### src/hdl/sem_pkg.sv
// Package for the Sobel edge magnitude block: sizes, state codes, pixel helpers.
// No dependencies; every other file imports it.
package sem_pkg;

	localparam int MAX_WIDTH  = 1024;
	localparam int MAX_HEIGHT = 1024;
	localparam int COL_W      = $clog2(MAX_WIDTH);
	localparam int DIM_W      = 11;
	localparam int ROW_W      = 11;
	localparam int PIX_W      = 24;
	localparam int GRAD_W     = 12;
	localparam int SQ_W       = 21;
	localparam int IDX_W      = 8;
	localparam logic [SQ_W-1:0] SQ_SAT = SQ_W'(64771);

	localparam logic [IDX_W-1:0] REG_WIDTH  = IDX_W'(0);
	localparam logic [IDX_W-1:0] REG_HEIGHT = IDX_W'(1);

	typedef enum logic [2:0] {
		S_IDLE,
		S_CALC,
		S_SQR,
		S_START,
		S_WAIT
	} state_t;

	function automatic logic [7:0] chan(input logic [PIX_W-1:0] px, input int unsigned ch);
		chan = px[8*ch +: 8];
	endfunction

	function automatic logic [DIM_W-1:0] clamp_dim(input logic [DIM_W-1:0] v,
		input logic [DIM_W-1:0] hi);
		if (v == '0) begin
			clamp_dim = DIM_W'(1);
		end else if (v > hi) begin
			clamp_dim = hi;
		end else begin
			clamp_dim = v;
		end
	endfunction

endpackage

### src/hdl/sem_sqrt.sv
// Iterative rounded, saturating square root: one result bit per cycle.
// Depends on sem_pkg.
module sem_sqrt
	import sem_pkg::*;
(
	input  logic            clk,
	input  logic            arst_n,
	input  logic            start,
	input  logic [SQ_W-1:0] sq,
	output logic            fin,
	output logic [7:0]      root
);

	logic [SQ_W-1:0] s_q;
	logic [7:0]      r_q;
	logic [2:0]      step_q;
	logic            busy_q;
	logic            fin_q;
	logic [7:0]      t;
	logic [15:0]     tt;
	logic [16:0]     rr;

	assign t  = r_q | (8'd1 << step_q);
	assign tt = 16'(t) * 16'(t);
	assign rr = 17'(16'(r_q) * 16'(r_q)) + 17'(r_q);

	always_ff @(posedge clk or negedge arst_n) begin
		if (!arst_n) begin
			busy_q <= 1'b0;
			fin_q  <= 1'b0;
			step_q <= '0;
		end else if (start) begin
			busy_q <= 1'b1;
			fin_q  <= 1'b0;
			step_q <= 3'd7;
		end else if (busy_q) begin
			step_q <= step_q - 3'd1;
			if (step_q == 3'd0) begin
				busy_q <= 1'b0;
				fin_q  <= 1'b1;
			end
		end
	end

	always_ff @(posedge clk) begin
		if (start) begin
			s_q <= sq;
			r_q <= '0;
		end else if (busy_q && SQ_W'(tt) <= s_q) begin
			r_q <= t;
		end
	end

	// round to nearest: bump when s lies above r*r+r
	always_comb begin
		if (s_q >= SQ_SAT) begin
			root = 8'd255;
		end else if (s_q > SQ_W'(rr)) begin
			root = r_q + 8'd1;
		end else begin
			root = r_q;
		end
	end

	assign fin = fin_q;

endmodule

### config.mk
export PLATFORM = sky130hd
export DESIGN_NAME = sem_sqrt
export DESIGN_NICKNAME = d
export VERILOG_FILES = /design/src/hdl/sem_pkg.sv /design/src/hdl/sem_sqrt.sv
export SDC_FILE = /design/constraint.sdc
export NUM_CORES = 1
export LEC_CHECK = 0
export ABC_AREA = 1
export BUFFER_PORTS_ARGS = -buffer_cell sky130_fd_sc_hd__buf_2
export CORE_MARGIN = 1.5
export CORE_UTILIZATION = 44
export DETAILED_ROUTE_END_ITERATION = 8
export SLEW_MARGIN = 20
export SYNTH_ARGS = -nofsm -noshare
export SYNTH_HDL_FRONTEND = slang
export SYNTH_SLANG_ARGS = --single-unit
### constraint.sdc
create_clock -name clk -period 6.6 [get_ports clk]
set_input_delay 0 -clock clk [delete_from_list [all_inputs] [get_ports clk]]
set_output_delay 0 -clock clk [all_outputs]
set_load 0.02 [all_outputs]
==> summary.md <==
| Metric | Value |
|---|---|
| Antenna viol nets, final | `0` |
| Count of nets after finishing | `1001` |
| Internal portion of total power | `0.554 mW` |
| Wire length of the first global-routing pass | `23.9 mm` |
| Setup crit start kind | `register` |
| Post-Syn Area | `6050 µm²` |
| Total congestion overflow after global routing | `0` |
| Critical path capture point type | `register` |
| Result of the run | `finished, final reports clean` |
| Max-slew headroom | `57.0%` |
| Detailed route wirelength on metal2 | `7.62 mm` |
| Routed length on met3 | `545 µm` |
| Number of flip-flops and latches in the synthesized netlist | `34` |
| Initial cell density of the core | `45.4%` |
| Placeable core area | `13300 µm²` |
| Leakage | `3.83 nW` |
| Signed area change from the synthesized netlist to the final layout | `11.6%` |
| End of the worst register-to-register path | `r_q[1]$_SDFFE_PP0P_` |
| Setup repair after global routing missed its margin | `false` |
| Overall die height | `120 µm` |
| PwrDens | `129 nW/µm²` |
| Average wire per cell in the routed design | `14.2 µm` |
| CTS H-Tree Depth | `2` |
| Syn_nets | `950` |
| Most used cell, CP | `inv_1` |
| Overall routing resource usage | `20.7%` |
| Fraction of power consumed by combinational cells | `38.8%` |
| Count of final hold-check violations | `0` |
| Total via count after detailed routing | `4931` |
| Number of DRC violations after detailed-routing iteration 0 | `209` |
| Final routed wirelength across all metal layers | `14.1 mm` |
| Vias per cell | `4.95` |
| TritonCTS clock tree | `done` |
| Yosys cell types | `42` |
| Start of the worst register-to-register path | `step_q[0]$_DFFE_PN0P_` |
| Number of detailed-route iterations in the first pass | `5` |
| Top-level port count | `33` |
| Max stage delay on crit path | `0.54 ns` |
| Hold Crit Class | `in -> async` |
| Clock input transition at the sequential cells of the worst setup and hold paths | `0.06 ns` |
| Post-route total power | `0.873 mW` |
| Flop2flop setup slack | `0.54 ns` |
| Sequential power share | `30.4%` |
| Input/output buffers | `32` |
| Number of max-cap violations | `0` |
| Final min period | `6.06 ns` |
| Net switching power figure | `0.319 mW` |
| Root Buffer | `clkbuf_16` |
| Cells on worst reg2reg path | `28` |
| Fill cell total of the finished layout | `1353` |
| Clk network pwr share | `30.8%` |
| DP Wirelength | `12.1 mm` |
| Clock latency of the later-clocked register in the worst-skew pair | `0.28 ns` |
| Total CTS buffers | `5` |
| Worst-case vdd ir drop | `0.107 mV` |
| Worst setup skew after layout | `0.00634 ns` |
| Setup-violating endpoint count in the final report | `0` |
| Maximum buffer depth of the clock tree | `2` |
| Avg Cell Area, Syn | `7.88 µm²` |
| Required time at the worst-slack endpoint | `6.81 ns` |
| Die footprint | `14500 µm²` |
| Net switching fraction of the power | `36.6%` |
| Number of global-route vias before repair | `5282` |
| Max Fanout on Critical Path | `8` |
| Post-route met1 wirelength | `5.75 mm` |
| Share of layout cells above drive strength 1 | `8.90%` |
| CTS Sinks | `34` |
| Final Wtd Congestion | `0.870` |
| Gate count of the mapped netlist | `768` |
| Worst path slowest cell | `fa_1` |
| Sequential share of the synthesized area | `15.1%` |
| Arrival time at the worst endpoint | `6.27 ns` |
| Row Count | `42` |
| Total Neg Setup Slack | `0 ns` |
| Antenna diode count | `0` |
| Number of antenna violations at the first check in global routing | `0` |
| Horizontal extent of the die | `120 µm` |
| Post-Route Utilization | `50.6%` |
| Crit Path Class | `reg -> reg` |
| Highest metal used | `met4` |
| Tightest Pin Transition | `0.644 ns` |
| Fraction of the cycle the final worst path needs | `91.9%` |
| Total count of max-transition violations in the final report | `0` |
| Highest Clock Rate | `165 MHz` |
| Detailed-route DRC error count | `0` |
| Warnings from Yosys | `0` |
| Largest net degree at the start of global routing | `27` |
[synth_stat cells (all sizes together)]
library cell  count  area share [%]
a21o              3            0.37
a21boi            1            0.19
nand4             5            0.52
a211oi            1            0.12
nand3b            3            0.37
mux2i             1            0.17
or2               1            0.10
ha              100              21
dfrtp             5             2.1
xnor2            17             2.5
nand3            36             3.3
nand2           156              10
o21bai            1            0.12
nor4              2            0.56
edfxtp           21              10
clkinv            2            0.12
buf               9             1.1
nor2             38             2.6
clkbuf            2            0.12
dfxtp             8             2.6
a21oi            48             4.3
and2              1            0.10
o2111ai           1            0.14
xor2             20             2.9
inv             199              12
o21a              2            0.25
nor3              4            0.52
o21ai            23             2.1
fa               58              19
[cell type report]
cell class	count	area (µm²)	area share [%]
inverters	201	754	11.2
repair buffers	55	388	5.74
clock inverters	3	45.0	0.667
flip-flops and latches	34	916	13.6
clock buffers	5	125	1.85
multi-input cells	522	4310	63.8
well taps	176	220	3.26
[cells in the final DEF, fill, tap and decap left out, drive strengths merged]
master         n
bufinv         1
o21bai         1
clkbuf         5
nand3         36
a21o           3
nor2          38
dfxtp          8
xnor2         17
fa            58
o21ai         23
o21a           2
clkinvlp       2
dfrtp          5
buf           33
a211oi         1
xor2          20
nand4          5
mux2i          1
nor3           4
inv          199
nand3b         3
a21boi         1
clkinv         2
o2111ai        1
nor4           2
nand2        156
or2            1
ha           100
edfxtp        21
dlygate4sd3   22
and2           1
a21oi         48
[state kept, by name, summed over array words and instances (netlist names)]
name,flops
busy_q,1
fin,1
r_q,8
s_q,21
step_q,3
[layer usage]
metal  vias to the layer above  global-route usage (%)
li1                       2457                       -
met2                        93                    40.0
met5                         -                       0
met3                        19                    1.89
met4                         0                    5.37
met1                      2362                    24.5
[through the flow]
step           setup WS [ns]  cells  hold slack (ns)  area (µm²)
2_1_floorplan           1.24    768           -0.296        6050
3_3_place_gp           0.794    966           -0.179        6370
3_5_place_dp           0.583    966           -0.178        6370
4_1_cts                0.551    996           0.0571        6760
5_1_grt                0.143    996           0.0847        6760
6_report               0.537    996           0.0578        6760
[cell families (layout without fill, tap and decap cells)]
family | after synthesis | after routing | synth area share, %
AND/OR/NAND/NOR | 246 | 246 | 18.2
buffers and inverters | 212 | 264 | 13.7
adder cells (fa/ha/maj) | 158 | 158 | 39.8
AO/OA/AOI/OAI | 80 | 80 | 7.63
XOR/XNOR | 37 | 37 | 5.35
flip-flops | 34 | 34 | 15.1
multiplexers | 1 | 1 | 0.165
[how the worst max path moves through the flow]
stage	start	to	slack [ns]	depth (start not counted)
after floorplan	step_q[0]$_DFFE_PN0P_	r_q[7]$_SDFFE_PP0P_	1.24	28
after global placement	step_q[0]$_DFFE_PN0P_	r_q[3]$_SDFFE_PP0P_	0.79	28
after detailed placement	step_q[0]$_DFFE_PN0P_	r_q[1]$_SDFFE_PP0P_	0.58	28
after CTS	step_q[0]$_DFFE_PN0P_	r_q[1]$_SDFFE_PP0P_	0.55	28
after global routing	step_q[0]$_DFFE_PN0P_	r_q[1]$_SDFFE_PP0P_	0.14	28
final	step_q[0]$_DFFE_PN0P_	r_q[1]$_SDFFE_PP0P_	0.54	28
[worst max-delay path: cells and delay by family, from the launching register on]
family / cells / cell delay, ns
AND/OR/NAND/NOR: 7 / 0.65
buffers and inverters: 6 / 0.66
flip-flops: 1 / 0.37
XOR/XNOR: 1 / 0.16
adder cells (fa/ha/maj): 7 / 2.80
AO/OA/AOI/OAI: 7 / 1.31
[power by group through the flow]
stage | Combinational [mW] | Sequential [mW] | Clock (mW)
finish | 0.339 | 0.265 | 0.269
global route | 0.390 | 0.268 | 0.282
CTS | 0.343 | 0.265 | 0.273
detailed placement | 0.330 | 0.269 | 0
global placement | 0.321 | 0.269 | 0
floorplan | 0.256 | 0.255 | 0
[what timing repair did]
item | in CTS | in global routing
resized for setup | 0 | 0
hold endpoints to repair | 26 | 0
hold buffers | 22 | 0
buffers inserted | 0 | 0
No activity file was read; power rests on OpenSTA's default activity.
